### config.mk
export PLATFORM = sky130hd
export DESIGN_NAME = debounced_level_classifier_lockout_flat
export DESIGN_NICKNAME = d
export VERILOG_FILES = /design/src/hdl/dlcl_pkg.sv /design/src/hdl/dlcl_if.sv /design/src/hdl/debounced_level_classifier_lockout.sv /design/src/flat_wrapper.sv
export SDC_FILE = /design/constraint.sdc
export NUM_CORES = 1
export LEC_CHECK = 0
export BUFFER_PORTS_ARGS = -buffer_cell sky130_fd_sc_hd__buf_2
export CORE_MARGIN = 3
export CORE_UTILIZATION = 54
export CTS_CLUSTER_DIAMETER = 150
export DETAILED_ROUTE_END_ITERATION = 10
export PLACE_DENSITY = 0.89
export SYNTH_ARGS = -nofsm -noshare
export SYNTH_HDL_FRONTEND = slang
export SYNTH_SLANG_ARGS = --single-unit
### constraint.sdc
create_clock -name clk -period 5 [get_ports clk]
set_input_delay 1 -clock clk [delete_from_list [all_inputs] [get_ports clk]]
set_output_delay 1 -clock clk [all_outputs]
set_load 0.1 [all_outputs]
### src/hdl/dlcl_pkg.sv
// Shared codes, widths and reset values for the debounced battery level classifier.
package dlcl_pkg;

	// Configuration port geometry.
	localparam int CFG_IDX_W  = 3;
	localparam int CFG_DATA_W = 16;
	localparam int TIME_W     = 32;
	localparam int RUN_W      = 8;
	localparam int CLASS_W    = 3;
	localparam int KIND_W     = 2;

	// Register indexes.
	localparam logic [CFG_IDX_W-1:0] REG_FULL_LEVEL   = 3'd0;
	localparam logic [CFG_IDX_W-1:0] REG_HALF_LEVEL   = 3'd1;
	localparam logic [CFG_IDX_W-1:0] REG_LOW_LEVEL    = 3'd2;
	localparam logic [CFG_IDX_W-1:0] REG_LOCK_ENTER   = 3'd3;
	localparam logic [CFG_IDX_W-1:0] REG_LOCK_EXIT    = 3'd4;
	localparam logic [CFG_IDX_W-1:0] REG_STABLE       = 3'd5;
	localparam logic [CFG_IDX_W-1:0] REG_PERIOD       = 3'd6;

	// Register reset values.
	localparam int RST_FULL_LEVEL = 900;
	localparam int RST_HALF_LEVEL = 700;
	localparam int RST_LOW_LEVEL  = 500;
	localparam int RST_LOCK_ENTER = 450;
	localparam int RST_LOCK_EXIT  = 520;
	localparam logic [RUN_W-1:0] RST_STABLE = 8'd3;
	localparam logic [CFG_DATA_W-1:0] RST_PERIOD = 16'd250;

	// Run counters stop here.
	localparam logic [RUN_W-1:0] RUN_MAX = 8'd255;

	// Battery classes.
	localparam logic [CLASS_W-1:0] CLS_UNKNOWN  = 3'd0;
	localparam logic [CLASS_W-1:0] CLS_FULL     = 3'd1;
	localparam logic [CLASS_W-1:0] CLS_HALF     = 3'd2;
	localparam logic [CLASS_W-1:0] CLS_LOW      = 3'd3;
	localparam logic [CLASS_W-1:0] CLS_CRITICAL = 3'd4;

	// Event kinds.
	localparam logic [KIND_W-1:0] EV_CLASS      = 2'd0;
	localparam logic [KIND_W-1:0] EV_LOCK_ENTER = 2'd1;
	localparam logic [KIND_W-1:0] EV_LOCK_EXIT  = 2'd2;

endpackage

### src/hdl/dlcl_if.sv
// Valid/ready channel interfaces for sample words and event words.
interface dlcl_sample_if #(parameter int ADC_BITS = 10);
	logic                valid;
	logic                ready;
	logic [31:0]         time_ms;
	logic [ADC_BITS-1:0] adc_sample;

	modport source (output valid, output time_ms, output adc_sample, input ready);
	modport sink   (input valid, input time_ms, input adc_sample, output ready);
	modport mon    (input valid, input time_ms, input adc_sample, input ready);
endinterface

interface dlcl_event_if #(parameter int ADC_BITS = 10);
	logic                valid;
	logic                ready;
	logic [1:0]          event_kind;
	logic [2:0]          battery_class;
	logic [ADC_BITS-1:0] adc_value;
	logic [31:0]         event_time;
	logic                last_event;

	modport source (output valid, output event_kind, output battery_class, output adc_value,
		output event_time, output last_event, input ready);
	modport sink   (input valid, input event_kind, input battery_class, input adc_value,
		input event_time, input last_event, output ready);
	modport mon    (input valid, input event_kind, input battery_class, input adc_value,
		input event_time, input last_event, input ready);
endinterface

### src/hdl/debounced_level_classifier_lockout.sv
// Top level of the debounced battery level classifier with lockout hysteresis.
//
//   channel   direction  word contents
//   samples   in         time_ms, adc_sample
//   events    out        event_kind, battery_class, adc_value, event_time, last_event
//   cfg_*     in         write enable, register index, write data (no read-back)
//
// An accepted sample word lands in the stage-1 register; once the output side has room, its
// state updates are applied and the output register is loaded, and the first event word is
// offered from there. Samples that yield no event or one event flow back to back while the
// output side has room. A sample that yields both a class and a lockout event holds up the
// next due sample: the single output register drains the held lockout word before the next sample
// is processed. Reset clears the control and decision state and restores the register
// defaults. A stall on the event side holds the stage-1 word, and samples that arrive too
// early are dropped without waiting for the output.
module debounced_level_classifier_lockout import dlcl_pkg::*; #(
	parameter int ADC_BITS = 10
) (
	input  logic                  clk,
	input  logic                  arst_n,
	dlcl_sample_if.sink           samples,
	dlcl_event_if.source          events,
	input  logic                  cfg_we,
	input  logic [CFG_IDX_W-1:0]  cfg_idx,
	input  logic [CFG_DATA_W-1:0] cfg_data
);

	// Configuration registers.
	logic [ADC_BITS-1:0]   full_level_q, half_level_q, low_level_q;
	logic [ADC_BITS-1:0]   lock_enter_q, lock_exit_q;
	logic [RUN_W-1:0]      stable_q;
	logic [CFG_DATA_W-1:0] period_q;

	// Decision state.
	logic [TIME_W-1:0]  next_time_q;
	logic [CLASS_W-1:0] reported_q, cand_q;
	logic [RUN_W-1:0]   cls_run_q;
	logic               lock_active_q, lock_cand_q;
	logic [RUN_W-1:0]   lock_run_q;

	// Stage 1: the accepted sample word.
	logic                s1_valid_q;
	logic [TIME_W-1:0]   time_s1;
	logic [ADC_BITS-1:0] adc_s1;

	// Output register, plus the kind of a second event waiting behind it.
	logic                out_valid_q;
	logic [KIND_W-1:0]   out_kind_q;
	logic [CLASS_W-1:0]  out_class_q;
	logic [ADC_BITS-1:0] out_adc_q;
	logic [TIME_W-1:0]   out_time_q;
	logic                out_last_q;
	logic                pend_valid_q;
	logic [KIND_W-1:0]   pend_kind_q;

	logic               in_fire, out_fire, room, due, s1_take, s1_apply;
	logic [TIME_W-1:0]  time_diff;
	logic [CLASS_W-1:0] want_cls, cand_nxt, reported_nxt;
	logic [RUN_W-1:0]   cls_run_nxt, lock_run_nxt;
	logic               want_lock, lock_cand_nxt, lock_nxt, cls_ev, lock_ev;
	logic [KIND_W-1:0]  lock_kind;

	// The wrap-safe compare: the sample is due when the 32-bit difference is non-negative.
	assign time_diff = time_s1 - next_time_q;
	assign due       = ~time_diff[TIME_W-1];

	// The output side can take new words only when nothing is held back and the
	// output register is empty or being emptied in this cycle.
	assign out_fire = out_valid_q & events.ready;
	assign room     = ~pend_valid_q & (~out_valid_q | events.ready);
	assign s1_take  = s1_valid_q & (~due | room);
	assign s1_apply = s1_take & due;

	assign samples.ready = ~s1_valid_q | s1_take;
	assign in_fire       = samples.valid & samples.ready;

	// Classification against the three thresholds, applied in order full, half, low.
	always_comb begin
		if (adc_s1 >= full_level_q) begin
			want_cls = CLS_FULL;
		end else if (adc_s1 >= half_level_q) begin
			want_cls = CLS_HALF;
		end else if (adc_s1 >= low_level_q) begin
			want_cls = CLS_LOW;
		end else begin
			want_cls = CLS_CRITICAL;
		end
	end

	// Class debounce: a new candidate restarts the run, a repeat extends it up to saturation.
	always_comb begin
		cand_nxt = want_cls;
		if (want_cls != cand_q) begin
			cls_run_nxt = RUN_W'(1);
		end else if (cls_run_q != RUN_MAX) begin
			cls_run_nxt = cls_run_q + RUN_W'(1);
		end else begin
			cls_run_nxt = cls_run_q;
		end
		cls_ev       = (cand_nxt != reported_q) && (cls_run_nxt >= stable_q);
		reported_nxt = cls_ev ? cand_nxt : reported_q;
	end

	// Lockout with hysteresis: the enter level applies while released, the exit level while
	// locked out.
	always_comb begin
		if (lock_active_q) begin
			want_lock = adc_s1 < lock_exit_q;
		end else begin
			want_lock = adc_s1 <= lock_enter_q;
		end
		lock_cand_nxt = want_lock;
		if (want_lock != lock_cand_q) begin
			lock_run_nxt = RUN_W'(1);
		end else if (lock_run_q != RUN_MAX) begin
			lock_run_nxt = lock_run_q + RUN_W'(1);
		end else begin
			lock_run_nxt = lock_run_q;
		end
		lock_ev   = (lock_run_nxt >= stable_q) && (lock_cand_nxt != lock_active_q);
		lock_nxt  = lock_ev ? lock_cand_nxt : lock_active_q;
		lock_kind = lock_nxt ? EV_LOCK_ENTER : EV_LOCK_EXIT;
	end

	// Configuration registers. Writes to an index past the list are ignored.
	always_ff @(posedge clk or negedge arst_n) begin
		if (!arst_n) begin
			full_level_q <= ADC_BITS'(RST_FULL_LEVEL);
			half_level_q <= ADC_BITS'(RST_HALF_LEVEL);
			low_level_q  <= ADC_BITS'(RST_LOW_LEVEL);
			lock_enter_q <= ADC_BITS'(RST_LOCK_ENTER);
			lock_exit_q  <= ADC_BITS'(RST_LOCK_EXIT);
			stable_q     <= RST_STABLE;
			period_q     <= RST_PERIOD;
		end else if (cfg_we) begin
			case (cfg_idx)
				REG_FULL_LEVEL: full_level_q <= cfg_data[ADC_BITS-1:0];
				REG_HALF_LEVEL: half_level_q <= cfg_data[ADC_BITS-1:0];
				REG_LOW_LEVEL:  low_level_q  <= cfg_data[ADC_BITS-1:0];
				REG_LOCK_ENTER: lock_enter_q <= cfg_data[ADC_BITS-1:0];
				REG_LOCK_EXIT:  lock_exit_q  <= cfg_data[ADC_BITS-1:0];
				REG_STABLE:     stable_q     <= cfg_data[RUN_W-1:0];
				REG_PERIOD:     period_q     <= cfg_data;
				default: ;
			endcase
		end
	end

	// Decision state advances only for a sample that is due.
	always_ff @(posedge clk or negedge arst_n) begin
		if (!arst_n) begin
			next_time_q   <= '0;
			reported_q    <= CLS_UNKNOWN;
			cand_q        <= CLS_UNKNOWN;
			cls_run_q     <= '0;
			lock_active_q <= 1'b0;
			lock_cand_q   <= 1'b0;
			lock_run_q    <= '0;
		end else if (s1_apply) begin
			next_time_q   <= time_s1 + TIME_W'(period_q);
			reported_q    <= reported_nxt;
			cand_q        <= cand_nxt;
			cls_run_q     <= cls_run_nxt;
			lock_active_q <= lock_nxt;
			lock_cand_q   <= lock_cand_nxt;
			lock_run_q    <= lock_run_nxt;
		end
	end

	// Control flags of stage 1 and the output side.
	always_ff @(posedge clk or negedge arst_n) begin
		if (!arst_n) begin
			s1_valid_q   <= 1'b0;
			out_valid_q  <= 1'b0;
			pend_valid_q <= 1'b0;
		end else begin
			if (in_fire) begin
				s1_valid_q <= 1'b1;
			end else if (s1_take) begin
				s1_valid_q <= 1'b0;
			end
			if (s1_apply && (cls_ev || lock_ev)) begin
				out_valid_q  <= 1'b1;
				pend_valid_q <= cls_ev & lock_ev;
			end else if (out_fire) begin
				out_valid_q  <= pend_valid_q;
				pend_valid_q <= 1'b0;
			end
		end
	end

	// Payload registers. When both events fire the class word goes first and only the
	// lockout kind is held; the class, value and time fields are shared by both words.
	always_ff @(posedge clk) begin
		if (in_fire) begin
			time_s1 <= samples.time_ms;
			adc_s1  <= samples.adc_sample;
		end
		if (s1_apply && (cls_ev || lock_ev)) begin
			out_kind_q  <= cls_ev ? EV_CLASS : lock_kind;
			out_class_q <= reported_nxt;
			out_adc_q   <= adc_s1;
			out_time_q  <= time_s1;
			out_last_q  <= ~(cls_ev & lock_ev);
			pend_kind_q <= lock_kind;
		end else if (out_fire && pend_valid_q) begin
			out_kind_q <= pend_kind_q;
			out_last_q <= 1'b1;
		end
	end

	assign events.valid         = out_valid_q;
	assign events.event_kind    = out_kind_q;
	assign events.battery_class = out_class_q;
	assign events.adc_value     = out_adc_q;
	assign events.event_time    = out_time_q;
	assign events.last_event    = out_last_q;

endmodule

### src/flat_wrapper.sv
// flat-port wrapper written by rule: the top's interface ports become plain ports
module debounced_level_classifier_lockout_flat import dlcl_pkg::*;
#(
	parameter int ADC_BITS = 10
)
  (clk, arst_n, cfg_we, cfg_idx, cfg_data, samples_valid, samples_time_ms, samples_adc_sample, samples_ready, events_valid, events_event_kind, events_battery_class, events_adc_value, events_event_time, events_last_event, events_ready);
  dlcl_sample_if #(.ADC_BITS(ADC_BITS)) samples_i ();
  dlcl_event_if #(.ADC_BITS(ADC_BITS)) events_i ();
  input  logic clk;
  input  logic arst_n;
  input  logic cfg_we;
  input  logic [CFG_IDX_W-1:0] cfg_idx;
  input  logic [CFG_DATA_W-1:0] cfg_data;
  input wire logic [$bits(samples_i.valid)-1:0] samples_valid;
  input wire logic [$bits(samples_i.time_ms)-1:0] samples_time_ms;
  input wire logic [$bits(samples_i.adc_sample)-1:0] samples_adc_sample;
  output wire logic [$bits(samples_i.ready)-1:0] samples_ready;
  output wire logic [$bits(events_i.valid)-1:0] events_valid;
  output wire logic [$bits(events_i.event_kind)-1:0] events_event_kind;
  output wire logic [$bits(events_i.battery_class)-1:0] events_battery_class;
  output wire logic [$bits(events_i.adc_value)-1:0] events_adc_value;
  output wire logic [$bits(events_i.event_time)-1:0] events_event_time;
  output wire logic [$bits(events_i.last_event)-1:0] events_last_event;
  input wire logic [$bits(events_i.ready)-1:0] events_ready;
  assign samples_i.valid = samples_valid;
  assign samples_i.time_ms = samples_time_ms;
  assign samples_i.adc_sample = samples_adc_sample;
  assign samples_ready = samples_i.ready;
  assign events_valid = events_i.valid;
  assign events_event_kind = events_i.event_kind;
  assign events_battery_class = events_i.battery_class;
  assign events_adc_value = events_i.adc_value;
  assign events_event_time = events_i.event_time;
  assign events_last_event = events_i.last_event;
  assign events_i.ready = events_ready;
  debounced_level_classifier_lockout #(.ADC_BITS(ADC_BITS)) u_core (.clk(clk), .arst_n(arst_n), .samples(samples_i), .events(events_i), .cfg_we(cfg_we), .cfg_idx(cfg_idx), .cfg_data(cfg_data));
endmodule
* After elaboration in Yosys (flattened, before gate mapping)
Cells that the tools add are included.
Storage, ports and cells: bits in registers 225, output and inout port bits 50, ROM bits 0, memory bits (writable) 0, bits of input ports 66, latch bits 0, word-level logic and storage cells 100, memories 0
Cells by class: multipliers 0, bitwise logic cells 14, order comparisons 7, shift operators 0, div/mod/pow operators 0, add/subtract/negate cells 4, reductions and logical operators 16, equal/unequal tests 12, muxes and demuxes 22
Operators with widths (number):
- 32-bit by 16-bit adder with 32-bit output | 1
- 8-bit 2-to-1 mux | 4
- 32-bit subtractor | 1
- 10-bit greater-or-equal comparator | 3
- 8-bit by 1-bit adder with 8-bit output (second input constant) | 2
- 8-bit greater-or-equal comparator | 2
- 8-bit inequality test (second input constant) | 2
- 2-bit AND reduction | 7
- 3-bit 2-to-1 mux | 4
- 10-bit <= comparator | 1
- 10-bit < comparator | 1
- 1-bit 2-to-1 mux | 10
- 3-bit equality test (second input constant) | 3
- 2-bit 2-to-1 mux | 4
- 1-bit AND | 6
- 3-bit by 2-bit equality test with 1-bit output (second input constant) | 2
- 3-bit inequality test | 2
- 2-bit nonzero test | 3
- 1-bit NOT | 5
- 1-bit logical AND | 4
- 3-bit by 1-bit equality test with 1-bit output (second input constant) | 1
- 3-bit logical NOT | 1
- 1-bit OR | 3
- 1-bit inequality test | 2
- 1-bit logical OR | 1

* Depth between registers and ports, before layout
Gate-level depths: netlist (run 1).
word-level depth 11, depth in mapped cells 21, depth with buffers taken out 19

* Least setup slack after synthesis (run 1)
OpenSTA, ideal clock, no wires.
path kind register to register, start point register u_core.full_level_q[8], end point register u_core.out_adc_q[0] (netlist: u_core.events.adc_value[0]) (enable), data required time 4.599 ns, period minus slack after synthesis 5.064 ns, setup slack -0.064 ns, stages on the path, launching flop included 21, buffers on the path 2, arrival time 4.663 ns, setup time 0.401 ns, cells stage by stage dfstp_2 > inv_1 > ha_1 > and4_1 > a31oi_1 > and2_0 > buf_2 > nand2_1 > or3_1 > and2_1 > clkbuf_1 > nor2_1 > ha_1 > nand2b_1 > a21o_1 > a21o_1 > a21oi_1 > o21a_1 > nor4b_4 > o21ai_1 > inv_1
Between the ends: cells in the longest elaborated chain, start to end 8, elaborated cells between the ends (all ways) 9, classes of those cells 2 x order compare; 2 x eq/ne; 2 x mux; 3 x reduce/logical
Ends and longest elaborated chain:
- start: declaration | RTL line debounced_level_classifier_lockout.sv:29 | logic [ADC_BITS-1:0] full_level_q, half_level_q, low_level_q;
- start signal: assignment | RTL line debounced_level_classifier_lockout.sv:128 | full_level_q <= ADC_BITS'(RST_FULL_LEVEL);
- start signal: assignment | RTL line debounced_level_classifier_lockout.sv:137 | REG_FULL_LEVEL: full_level_q <= cfg_data[ADC_BITS-1:0];
- 10-bit greater-or-equal comparator (*) | RTL line debounced_level_classifier_lockout.sv:79 | if (adc_s1 >= full_level_q) begin
- 3-bit 2-to-1 mux (*) | RTL line debounced_level_classifier_lockout.sv:79
- 3-bit inequality test | RTL line debounced_level_classifier_lockout.sv:93 | if (want_cls != cand_q) begin
- 8-bit 2-to-1 mux | RTL line debounced_level_classifier_lockout.sv:93
- 8-bit greater-or-equal comparator | RTL line debounced_level_classifier_lockout.sv:100 | cls_ev = (cand_nxt != reported_q) && (cls_run_nxt >= stable_q);
- 1-bit logical AND (*) | RTL line debounced_level_classifier_lockout.sv:100
- 1-bit logical OR (*) | RTL line debounced_level_classifier_lockout.sv:199 | if (s1_apply && (cls_ev || lock_ev)) begin
- 1-bit logical AND (*) | RTL line debounced_level_classifier_lockout.sv:199
- end signal: assignment | RTL line debounced_level_classifier_lockout.sv:202 | out_adc_q <= adc_s1;
- end: declaration | RTL line debounced_level_classifier_lockout.sv:50 | logic [ADC_BITS-1:0] out_adc_q;
Every way passes the cells marked *; elsewhere a longest branch is shown, timed or not. A chain may end at the register's enable or synchronous reset.

* Worst setup path in the final report (run 1)
start point register u_core.adc_s1[9], end point register u_core.out_time_q[1] (netlist: u_core.events.event_time[1]) (enable)
Between the ends: cells in the longest elaborated chain, start to end 10, elaborated cells between the ends (all ways) 21, classes of those cells 7 x order compare; 4 x eq/ne; 6 x mux; 4 x reduce/logical
Ends and longest elaborated chain:
- start: declaration | RTL line debounced_level_classifier_lockout.sv:44 | logic [ADC_BITS-1:0] adc_s1;
- start signal: assignment | RTL line debounced_level_classifier_lockout.sv:197 | adc_s1 <= samples.adc_sample;
- 10-bit greater-or-equal comparator | RTL line debounced_level_classifier_lockout.sv:83 | end else if (adc_s1 >= low_level_q) begin
- 3-bit 2-to-1 mux | RTL line debounced_level_classifier_lockout.sv:83
- 3-bit 2-to-1 mux | RTL line debounced_level_classifier_lockout.sv:81 | end else if (adc_s1 >= half_level_q) begin
- 3-bit 2-to-1 mux | RTL line debounced_level_classifier_lockout.sv:79
- 3-bit inequality test | RTL line debounced_level_classifier_lockout.sv:93
- 8-bit 2-to-1 mux | RTL line debounced_level_classifier_lockout.sv:93
- 8-bit greater-or-equal comparator | RTL line debounced_level_classifier_lockout.sv:100
- 1-bit logical AND | RTL line debounced_level_classifier_lockout.sv:100
- 1-bit logical OR (*) | RTL line debounced_level_classifier_lockout.sv:199
- 1-bit logical AND (*) | RTL line debounced_level_classifier_lockout.sv:199
- end signal: assignment | RTL line debounced_level_classifier_lockout.sv:203 | out_time_q <= time_s1;
- end: declaration | RTL line debounced_level_classifier_lockout.sv:51 | logic [TIME_W-1:0] out_time_q;
Marked as above.

==> flow_metrics.py, run 1 <==
metrics = {
    "die": {
        "fp.dieArea_mm2": 0.0237,
        "core_area_mm2": 0.0213,
        "rows": 53,
        "initial_utilization": 0.556,
        "die_w_um": 154,
        "num_io_pins": 116,
        "die_height_um": 154,
    },
    "layout": {
        "final_cells": 1511,
        "layout-drive-gt1-share": 0.220,
        "syn_to_final_growth_pct": 15.7,
        "register_area_mm2": 0.00613,
        "antenna-diode-count": 0,
        "fillerInstances": 1543,
        "nets": 1398,
        "multi_input_area_mm2": 0.00530,
    },
    "synthesis": {
        "synthDistinctLibCells": 66,
        "synth_cells": 1082,
        "synthArstFlopShare": 0.591,
        "synth_nets": 1262,
        "yosysSeqAreaShare": 0.517,
        "yosys_warnings": 0,
        "ys_ff_latch": 225,
        "syn_area_mm2": 0.0118,
        "syn_avg_cell_area_um2": 10.9,
        "synth_edf_count": 92,
        "synth_ff_type": "dfrtp_1",
    },
    "job": {
        "cap_violations": 0,
    },
    "clock_network": {
        "cts_buffer_depth": 3,
        "htreeDepth": 1,
        "clkLatencyLatePin_ns": 0.52,
        "tritoncts": "yes",
        "cts_inserted_buffers": 24,
        "path_clk_slew_ns": 0.06,
        "hold_buffers": 0,
        "clock_sinks": 225,
        "cts_root_buffer": "clkbuf_16",
    },
    "sta": {
        "max_freq_ghz": 0.205,
        "final-setup-viol-count": 0,
        "hold_viol": 0,
        "finalCritPeriodShare": 0.976,
        "fin_worst_skew_ns": 0.0109,
        "worst_pin_slew_ns": 1.17,
        "maxSlewHeadroom": 0.219,
        "period_needed_ns": 4.88,
        "maxSlewViolCount": 0,
        "tns_ns": 0,
    },
    "route": {
        "first_iter_violations": 851,
        "drt-vias-per-instance": 5.92,
        "first_pass_iters": 6,
        "wirelength_um": 29200,
        "wire_per_inst_um": 19.3,
        "ant_nets": 0,
        "drcViolationCount": 0,
        "routed-via-count": 8939,
    },
    "setup_path": {
        "r2r_slack_ns": 0.12,
        "endpoint_kind": "flop",
        "reg2reg_from": "u_core.adc_s1[9]$_DFFE_PP_",
        "crit_path_start_kind": "flop",
        "cp_max_fo": 32,
        "reg2reg_depth": 18,
        "worstSetupPathType": "flop to flop",
        "reg2reg_to": "u_core.events.event_time[1]$_DFFE_PP_",
        "crit_required_ns": 5.25,
        "arrival_ns": 5.13,
    },
    "grt": {
        "grt_pass1_vias": 9213,
        "overflow": 0,
        "antenna_found_initial": 1,
        "grt_usage": 0.244,
        "grt_pass1_wl_um": 47200,
        "grt_max_degree": 61,
    },
    "min_path": {
        "hold_start": "u_core.adc_s1[0]$_DFFE_PP_",
        "hold_path.class": "flop to flop",
        "min_path_cells": 0,
        "min_to": "u_core.events.adc_value[0]$_DFFE_PP_",
    },
    "power": {
        "seqPwrFrac": 0.381,
        "pwr-share-comb": 0.353,
        "p_clk_frac": 0.266,
        "power_switching_w": 0.00246,
        "p_leak_nw": 6.12,
        "internal-power_w": 0.00438,
        "total_power_w": 0.00685,
        "power_per_cell_area_mw_per_mm2": 500,
        "vdd_drop_max_mv": 0.278,
        "switching_share": 0.360,
    },
    "run_status": {
        "status": "complete, no violations",
    },
    "place": {
        "io_buffers": 115,
        "gp_congestion": 0.964,
        "dp_hpwl_um": 20400,
        "dp_cells": 1459,
    },
}
[metal layers]
layer / part of all wire / routed length [µm] / GRT usage
met1: 0.40 / 11700 / 0.312
met2: 0.48 / 14000 / 0.414
met3: 0.077 / 2240 / 0.0467
met4: 0.041 / 1180 / 0.0904
met5: 0.00045 / 13 / 0
[synth_stat cells (16+ instances only)]
cell type  instances  share of area
clkbuf_1          16         0.0051
dfstp_2           30          0.067
xnor2_1           19          0.014
o21ai_0           92          0.039
nor2_1            39          0.012
a21o_1            19          0.012
a21oi_1           56          0.024
nand2_1          130          0.041
nand3_1           27          0.011
edfxtp_1          92           0.23
mux2_2            45          0.043
inv_1            102          0.032
ha_1             113           0.12
dfrtp_1          103           0.22
[state kept, by name, summed over array words and instances, names as in the netlist, 3 cells and up]
name,cells
u_core.lock_exit_q,10
u_core.next_time_q,32
u_core.lock_run_q,8
u_core.lock_enter_q,10
u_core.full_level_q,10
u_core.events.adc_value,10
u_core.adc_s1,10
u_core.events.battery_class,3
u_core.time_s1,32
u_core.low_level_q,10
u_core.events.event_time,32
u_core.cand_q,3
u_core.period_q,16
u_core.half_level_q,10
u_core.stable_q,8
u_core.cls_run_q,8
u_core.reported_q,3
[kinds of logic after synthesis]
family | count (synthesis) | synth area share
simple gates | 285 | 0.115
compound gates | 246 | 0.129
flops | 225 | 0.517
buf+inv | 127 | 0.0428
fa+ha+maj | 114 | 0.121
mux | 53 | 0.0510
xor+xnor | 32 | 0.0237
[repair_timing]
action / in CTS / in global routing
buffers inserted: 0 / 8
endpoints found under the hold margin: 0 / 0
setup endpoints to repair: 47 / 55
resized for setup: 1 / 18
pin swaps: 0 / 6
[worst max-delay path by stage]
stage / from / depth (start not counted) / to / slack (ns)
after CTS: u_core.adc_s1[2]$_DFFE_PP_ / 19 / u_core.events.event_time[20]$_DFFE_PP_ / 0.04
after global placement: u_core.adc_s1[2]$_DFFE_PP_ / 19 / u_core.events.event_time[19]$_DFFE_PP_ / 0.33
after floorplan: u_core.full_level_q[8]$_DFFE_PN1P_ / 20 / u_core.events.adc_value[0]$_DFFE_PP_ / 0.04
final: u_core.adc_s1[9]$_DFFE_PP_ / 18 / u_core.events.event_time[1]$_DFFE_PP_ / 0.12
after detailed placement: u_core.adc_s1[2]$_DFFE_PP_ / 19 / u_core.events.event_time[20]$_DFFE_PP_ / 0.05
after global routing: u_core.adc_s1[2]$_DFFE_PP_ / 19 / u_core.events.event_time[15]$_DFFE_PP_ / -0.06
[placed cells by master, fill, tap and decap left out, types with 9 or more instances in the layout]
| cell | count |
|---|---|
| dfrtp_1 | 103 |
| buf_2 | 114 |
| buf_4 | 19 |
| nor3_1 | 13 |
| edfxtp_1 | 92 |
| nor2_1 | 38 |
| a31oi_1 | 9 |
| a21oi_1 | 54 |
| a21o_1 | 19 |
| o21ai_0 | 91 |
| clkbuf_16 | 25 |
| nand2_1 | 129 |
| xnor2_1 | 19 |
| and3_1 | 9 |
| nand3_1 | 27 |
| mux2_2 | 45 |
| dfstp_2 | 30 |
| inv_1 | 101 |
| nand2b_1 | 13 |
| ha_1 | 113 |
| xor2_1 | 13 |
[worst max-delay path: stages, from the launching register on]
cell        delay (ns)
edfxtp_1          0.53
ha_1              0.36
a211oi_1          0.34
nand2_1           0.22
o311a_1           0.46
nor4_4            0.28
o21bai_2          0.15
and2_2            0.23
nor2_1            0.12
ha_1              0.24
nand2b_1          0.15
a21o_1            0.17
a21o_1            0.19
a21oi_2           0.17
o21a_1            0.18
nor4b_4           0.08
o21ai_2           0.30
clkinvlp_4        0.21
buf_12            0.21
[power by group through the flow]
stage | combinational [W] | clock [W] | sequential, W
floorplan | 0.00166 | 0 | 0.00266
global placement | 0.00214 | 0 | 0.00261
detailed placement | 0.00228 | 0 | 0.00263
CTS | 0.00233 | 0.00184 | 0.00260
global route | 0.00270 | 0.00193 | 0.00265
finish | 0.00242 | 0.00182 | 0.00261
[final cells by class]
type	instances	area share
sequential	225	0.447
multi-input combinational	730	0.387
timing repair buffer	135	0.0543
clock buffer	34	0.0489
inverter	102	0.0282
tap	275	0.0251
clock inverter	10	0.00959
[per-stage QoR]
step | util | hold slack, ns | instance area, µm² | setup WS [ns]
after floorplan | - | 0.438 | 11900 | 0.0391
after global placement | 0.599 | 0.448 | 12800 | 0.327
after detailed placement | 0.599 | 0.468 | 12800 | 0.0452
after CTS | 0.637 | 0.474 | 13600 | 0.0354
after global routing | 0.644 | 0.489 | 13700 | -0.0595
final | 0.644 | 0.473 | 13700 | 0.121
No activity file was read; power rests on OpenSTA's default activity.
==> run 2: changes to the inputs <==
- BUFFER_PORTS_ARGS: -buffer_cell sky130_fd_sc_hd__buf_2 -> not set
- CORE_UTILIZATION: 54 -> 58
- DONT_BUFFER_PORTS: not set -> 1
- PLACE_DENSITY: 0.89 -> 0.88
==> flow_metrics.py, run 2 (synthesized netlist as in run 1, its figures left out) <==
metrics = {
    "route": {
        "wl_met3_um": 2430,
        "wire_per_inst_um": 19.2,
        "ant_nets": 0,
        "met1_length_um": 10300,
        "routed-via-count": 8319,
        "first_iter_violations": 616,
        "top_layer_used": "met4",
        "wl_met2_um": 13000,
        "first_pass_iters": 6,
        "wirelength_um": 26400,
        "drt-vias-per-instance": 6.04,
        "drcViolationCount": 0,
    },
    "sta": {
        "fin_worst_skew_ns": 0.0279,
        "rsz0062_at_grt": "false",
        "worst_pin_slew_ns": 1.08,
        "maxSlewHeadroom": 0.277,
        "finalWorstSetupSlack_ns": 0.234,
        "finalCritPeriodShare": 0.953,
        "tns_ns": 0,
        "maxSlewViolCount": 0,
        "hold_viol": 0,
        "max_freq_ghz": 0.210,
        "final-setup-viol-count": 0,
        "period_needed_ns": 4.77,
    },
    "layout": {
        "final_cell_area_mm2": 0.0130,
        "fin_util": 0.657,
        "syn_to_final_growth_pct": 9.78,
        "final_common_cell": "nand2_1",
        "antenna-diode-count": 0,
        "layout-drive-gt1-share": 0.128,
        "nets": 1275,
        "mostFrequentLayoutCells": "130 x nand2_1, 113 x ha_1, 103 x dfrtp_1",
    },
    "job": {
        "cap_violations": 0,
    },
    "power": {
        "vdd_drop_max_mv": 0.366,
        "p_leak_nw": 5.62,
        "power_per_cell_area_mw_per_mm2": 510,
        "total_power_w": 0.00662,
    },
    "clock_network": {
        "htreeDepth": 1,
        "cts_inserted_buffers": 24,
        "tritoncts": "yes",
        "path_clk_slew_ns": 0.06,
        "clkLatencyLatePin_ns": 0.53,
        "cts_root_buffer": "clkbuf_16",
        "cts_buffer_depth": 3,
        "clock_sinks": 225,
    },
    "grt": {
        "grt_usage": 0.239,
        "grt_pass1_wl_um": 42700,
        "overflow": 0,
        "grt_pass1_vias": 8377,
        "grt_max_degree": 134,
        "antenna_found_initial": 0,
    },
    "die": {
        "rows": 51,
        "core_area_mm2": 0.0198,
        "fp.dieArea_mm2": 0.0222,
        "num_io_pins": 116,
        "initial_utilization": 0.599,
        "die_w_um": 149,
        "die_height_um": 149,
    },
    "setup_path": {
        "worstSetupStartpoint": "u_core.adc_s1[2]$_DFFE_PP_",
        "cp_max_fo": 32,
        "endpoint_kind": "flop",
        "worstSetupPathType": "flop to flop",
        "arrival_ns": 4.96,
        "r2r_slack_ns": 0.23,
        "crit_path_start_kind": "flop",
        "crit_required_ns": 5.20,
        "reg2reg_from": "u_core.adc_s1[2]$_DFFE_PP_",
    },
    "run_status": {
        "status": "complete, no violations",
    },
    "place": {
        "gp_congestion": 0.881,
        "postPlaceCellArea_mm2": 0.0121,
        "place_worst_setup_slack_ns": -0.0274,
        "dp_hpwl_um": 18600,
        "io_buffers": 0,
    },
    "min_path": {
        "hold_path.class": "input pin to async pin",
    },
}
## run 2: changes by cell type in the layout (fill, tap and decap cells not counted), sizes merged
| cell | change |
|---|---|
| buf | -123 |
| bufinv | -2 |
| clkinvlp | -1 |
| clkbuf | +3 |
## run 2: cell type report
cell class	count	area (µm²)
fillers	1440	6780
flip-flops and latches	225	6130
multi-input cells	730	5250
clock buffers	37	722
inverters	102	387
well taps	265	332
repair buffers	12	103
clock inverters	7	78.8
## run 2: path summary, 6_finish.rpt
| check | to | cells past startpoint |
|---|---|---|
| min in group clk | u_core.next_time_q[10]$_DFFE_PN0P_ | 2 |
| hold reg to reg | u_core.next_time_q[10]$_DFFE_PN0P_ | 2 |
| max in group asynchronous | u_core.period_q[7]$_DFFE_PN1P_ | 0 |
| hold / removal | u_core.cls_run_q[7]$_DFFE_PN0P_ | 0 |
| setup / recovery | u_core.events.event_time[20]$_DFFE_PP_ | 16 |
| setup reg to reg | u_core.events.event_time[20]$_DFFE_PP_ | 16 |
## run 2: worst max-delay path, stage by stage (launching register included)
cell,delay (ns)
edfxtp_1,0.50
ha_1,0.36
a21o_1,0.18
a31oi_1,0.15
o22ai_1,0.15
o311ai_2,0.37
nand2_1,0.13
or3_1,0.44
and2_1,0.26
nor3_1,0.32
ha_1,0.25
o2111ai_1,0.17
o21a_1,0.24
nor4b_4,0.40
o21ai_2,0.13
clkinvlp_4,0.14
buf_12,0.22
## run 2: per-layer routing
layer	vias to the layer above	global-route usage
met3	67	0.0635
li1	3900	-
met1	4032	0.302
met4	0	0.0668
met2	320	0.408
met5	-	0
## run 2: report_power, final
group	total [W]	internal [W]	switching, W
clock	0.00177	0.00105	0.000722
combinational	0.00213	0.000873	0.00125
sequential	0.00272	0.00236	0.000361
## run 2: through the flow
| stage | cells | hold slack (ns) |
|---|---|---|
| after floorplan | 1082 | 0.438 |
| after global placement | 1332 | 0.449 |
| after detailed placement | 1332 | 0.464 |
| after CTS | 1376 | 0.157 |
| after global routing | 1378 | 0.157 |
| final | 1378 | 0.190 |
## run 2: repair_timing
action / 4_1_cts / 5_1_grt
pin swaps: 0 / 4
buffers inserted: 0 / 2
hold buffers: 0 / 0
cloned: 0 / 0
endpoints found under the setup margin: 32 / 51
resized for setup: 1 / 9
==> run 3: changes to the inputs <==
- CELL_PAD_IN_SITES_DETAIL_PLACEMENT: not set -> 0
- CELL_PAD_IN_SITES_GLOBAL_PLACEMENT: not set -> 1
- CORE_UTILIZATION: 58 -> 46
==> flow_metrics.py, run 3 (synthesized netlist as in run 1, its figures left out) <==
metrics = {
    "setup_path": {
        "slowest_stage": "edfxtp_1",
        "endpoint_kind": "flop",
        "cp.buffers_inverters": 2,
        "arrival_ns": 4.97,
        "slowest_delay_ns": 0.49,
        "cp_max_fo": 42,
        "worstSetupPathType": "flop to flop",
        "crit_required_ns": 5.24,
        "path_cells": "ha_1 > a21o_1 > a31oi_2 > o22ai_2 > o311ai_4 > nand2_1 > or3_1 > and2_2 > nor2_1 > ha_1 > nand2b_1 > a21o_1 > a21o_1 > a21oi_1 > o21a_1 > nor4b_4 > o21ai_4 > clkinvlp_4 > buf_12",
        "crit_top_cell": "a21o_1",
        "path_delay_family": "compound AO/OA/AOI/OAI gates",
        "crit_path_start_kind": "flop",
    },
    "layout": {
        "final_cell_area_mm2": 0.0131,
        "final_cells": 1450,
        "multi_input_area_mm2": 0.00528,
        "final_common_cell": "nand2_1",
        "nets": 1281,
        "layout-drive-gt1-share": 0.134,
        "mostFrequentLayoutCells": "130 x nand2_1, 113 x ha_1, 103 x dfrtp_1",
        "register_area_mm2": 0.00613,
        "syn_to_final_growth_pct": 10.9,
        "fillerInstances": 2255,
    },
    "clock_network": {
        "cts_inserted_buffers": 24,
        "htreeDepth": 1,
        "tritoncts": "yes",
        "hold_buffers": 0,
        "clock_sinks": 225,
        "path_clk_slew_ns": 0.06,
        "clkLatencyLatePin_ns": 0.51,
        "cts_buffer_depth": 3,
        "cts_root_buffer": "clkbuf_16",
    },
    "power": {
        "vdd_drop_max_mv": 0.297,
        "power_per_cell_area_mw_per_mm2": 503,
        "p_leak_nw": 5.63,
    },
    "place": {
        "postPlaceCellArea_mm2": 0.0123,
        "dp_hpwl_um": 18900,
        "io_buffers": 0,
        "dp_cells": 1399,
        "gp_congestion": 0.887,
    },
    "die": {
        "rows": 58,
        "die_w_um": 166,
        "core_area_mm2": 0.0253,
        "fp.dieArea_mm2": 0.0277,
        "num_io_pins": 116,
        "initial_utilization": 0.469,
        "die_height_um": 166,
    },
    "grt": {
        "overflow": 0,
        "grt_pass1_vias": 8255,
        "grt_usage": 0.192,
        "grt_max_degree": 134,
        "grt_pass1_wl_um": 43700,
        "antenna_found_initial": 4,
    },
    "min_path": {
        "hold_path.class": "input pin to async pin",
    },
    "sta": {
        "maxSlewViolCount": 0,
        "worst_pin_slew_ns": 1.17,
        "finalHoldWorstSlack_ns": 0.185,
        "final-setup-viol-count": 0,
        "period_needed_ns": 4.73,
        "hold_viol": 0,
        "fin_worst_skew_ns": 0.0128,
        "max_freq_ghz": 0.212,
        "finalCritPeriodShare": 0.945,
        "maxSlewHeadroom": 0.219,
    },
    "route": {
        "wirelength_um": 26700,
        "wire_per_inst_um": 18.4,
        "wl_met3_um": 1600,
        "met1_length_um": 12100,
        "wl_met2_um": 12300,
        "first_iter_violations": 526,
        "first_pass_iters": 5,
        "ant_nets": 0,
        "drt-vias-per-instance": 5.55,
        "drcViolationCount": 0,
        "routed-via-count": 8048,
        "top_layer_used": "met5",
    },
    "job": {
        "cap_violations": 0,
    },
    "run_status": {
        "status": "complete, no violations",
    },
}
==> run 3: through the flow <==
step	setup WS, ns	power (W)	util	TNS [ns]
floorplan	0.0391	0.00433	-	0
global route	-0.0119	0.00709	0.520	-0.224
global placement	0.212	0.00475	0.485	0
finish	0.274	0.00661	0.520	0
detailed placement	-0.0160	0.00483	0.485	-0.516
CTS	0.0985	0.00661	0.516	0
==> run 3: what timing repair did <==
action | 4_1_cts | 5_1_grt
endpoints found under the setup margin | 34 | 50
pin swaps | 0 | 3
hold endpoints to repair | 0 | 0
resized for setup | 0 | 10
setup buffers | 1 | 5
==> run 3: layout make-up <==
type,count,area share
inverter,102,0.0294
tap,330,0.0314
clock buffer,33,0.0507
sequential,225,0.467
antenna,1,0.000191
clock inverter,11,0.00848
timing repair buffer,18,0.0112
multi-input combinational,730,0.402
==> run 3: routing by layer <==
metal  track usage  vias to the layer above
li1              -                     3912
met2         0.315                      190
met3        0.0432                       45
met4        0.0488                        6
met1         0.261                     3895
met5             0                        -
==> run 3: final timing paths <==
kind	to	slack [ns]	depth (start not counted)	startpoint
worst max-delay path	u_core.events.event_time[7]$_DFFE_PP_	0.27	19	u_core.adc_s1[2]$_DFFE_PP_
worst min-delay path	u_core.next_time_q[21]$_DFFE_PN0P_	0.19	0	arst_n
worst max register to register	u_core.events.event_time[7]$_DFFE_PP_	0.27	19	u_core.adc_s1[2]$_DFFE_PP_
worst min register to register	u_core.events.adc_value[0]$_DFFE_PP_	0.46	0	u_core.adc_s1[0]$_DFFE_PP_
max in group asynchronous	u_core.half_level_q[2]$_DFFE_PN1P_	4.53	0	arst_n
min in group clk	u_core.events.adc_value[0]$_DFFE_PP_	0.46	0	u_core.adc_s1[0]$_DFFE_PP_
==> run 3: worst register-to-register path: stages (launching register included) <==
cell and delay, ns:
edfxtp_1 0.49, ha_1 0.38, a21o_1 0.21, a31oi_2 0.18, o22ai_2 0.15, o311ai_4 0.31
nand2_1 0.12, or3_1 0.44, and2_2 0.28, nor2_1 0.15, ha_1 0.24, nand2b_1 0.14
a21o_1 0.17, a21o_1 0.16, a21oi_1 0.20, o21a_1 0.18, nor4b_4 0.07, o21ai_4 0.21
clkinvlp_4 0.15, buf_12 0.22
==> run 3: power breakdown <==
group | leakage [nW] | switching, W | internal [W]
combinational | 2.81 | 0.00125 | 0.000894
clock | 0.373 | 0.000712 | 0.00104
sequential | 2.45 | 0.000352 | 0.00236
total | 5.63 | 0.00231 | 0.00429
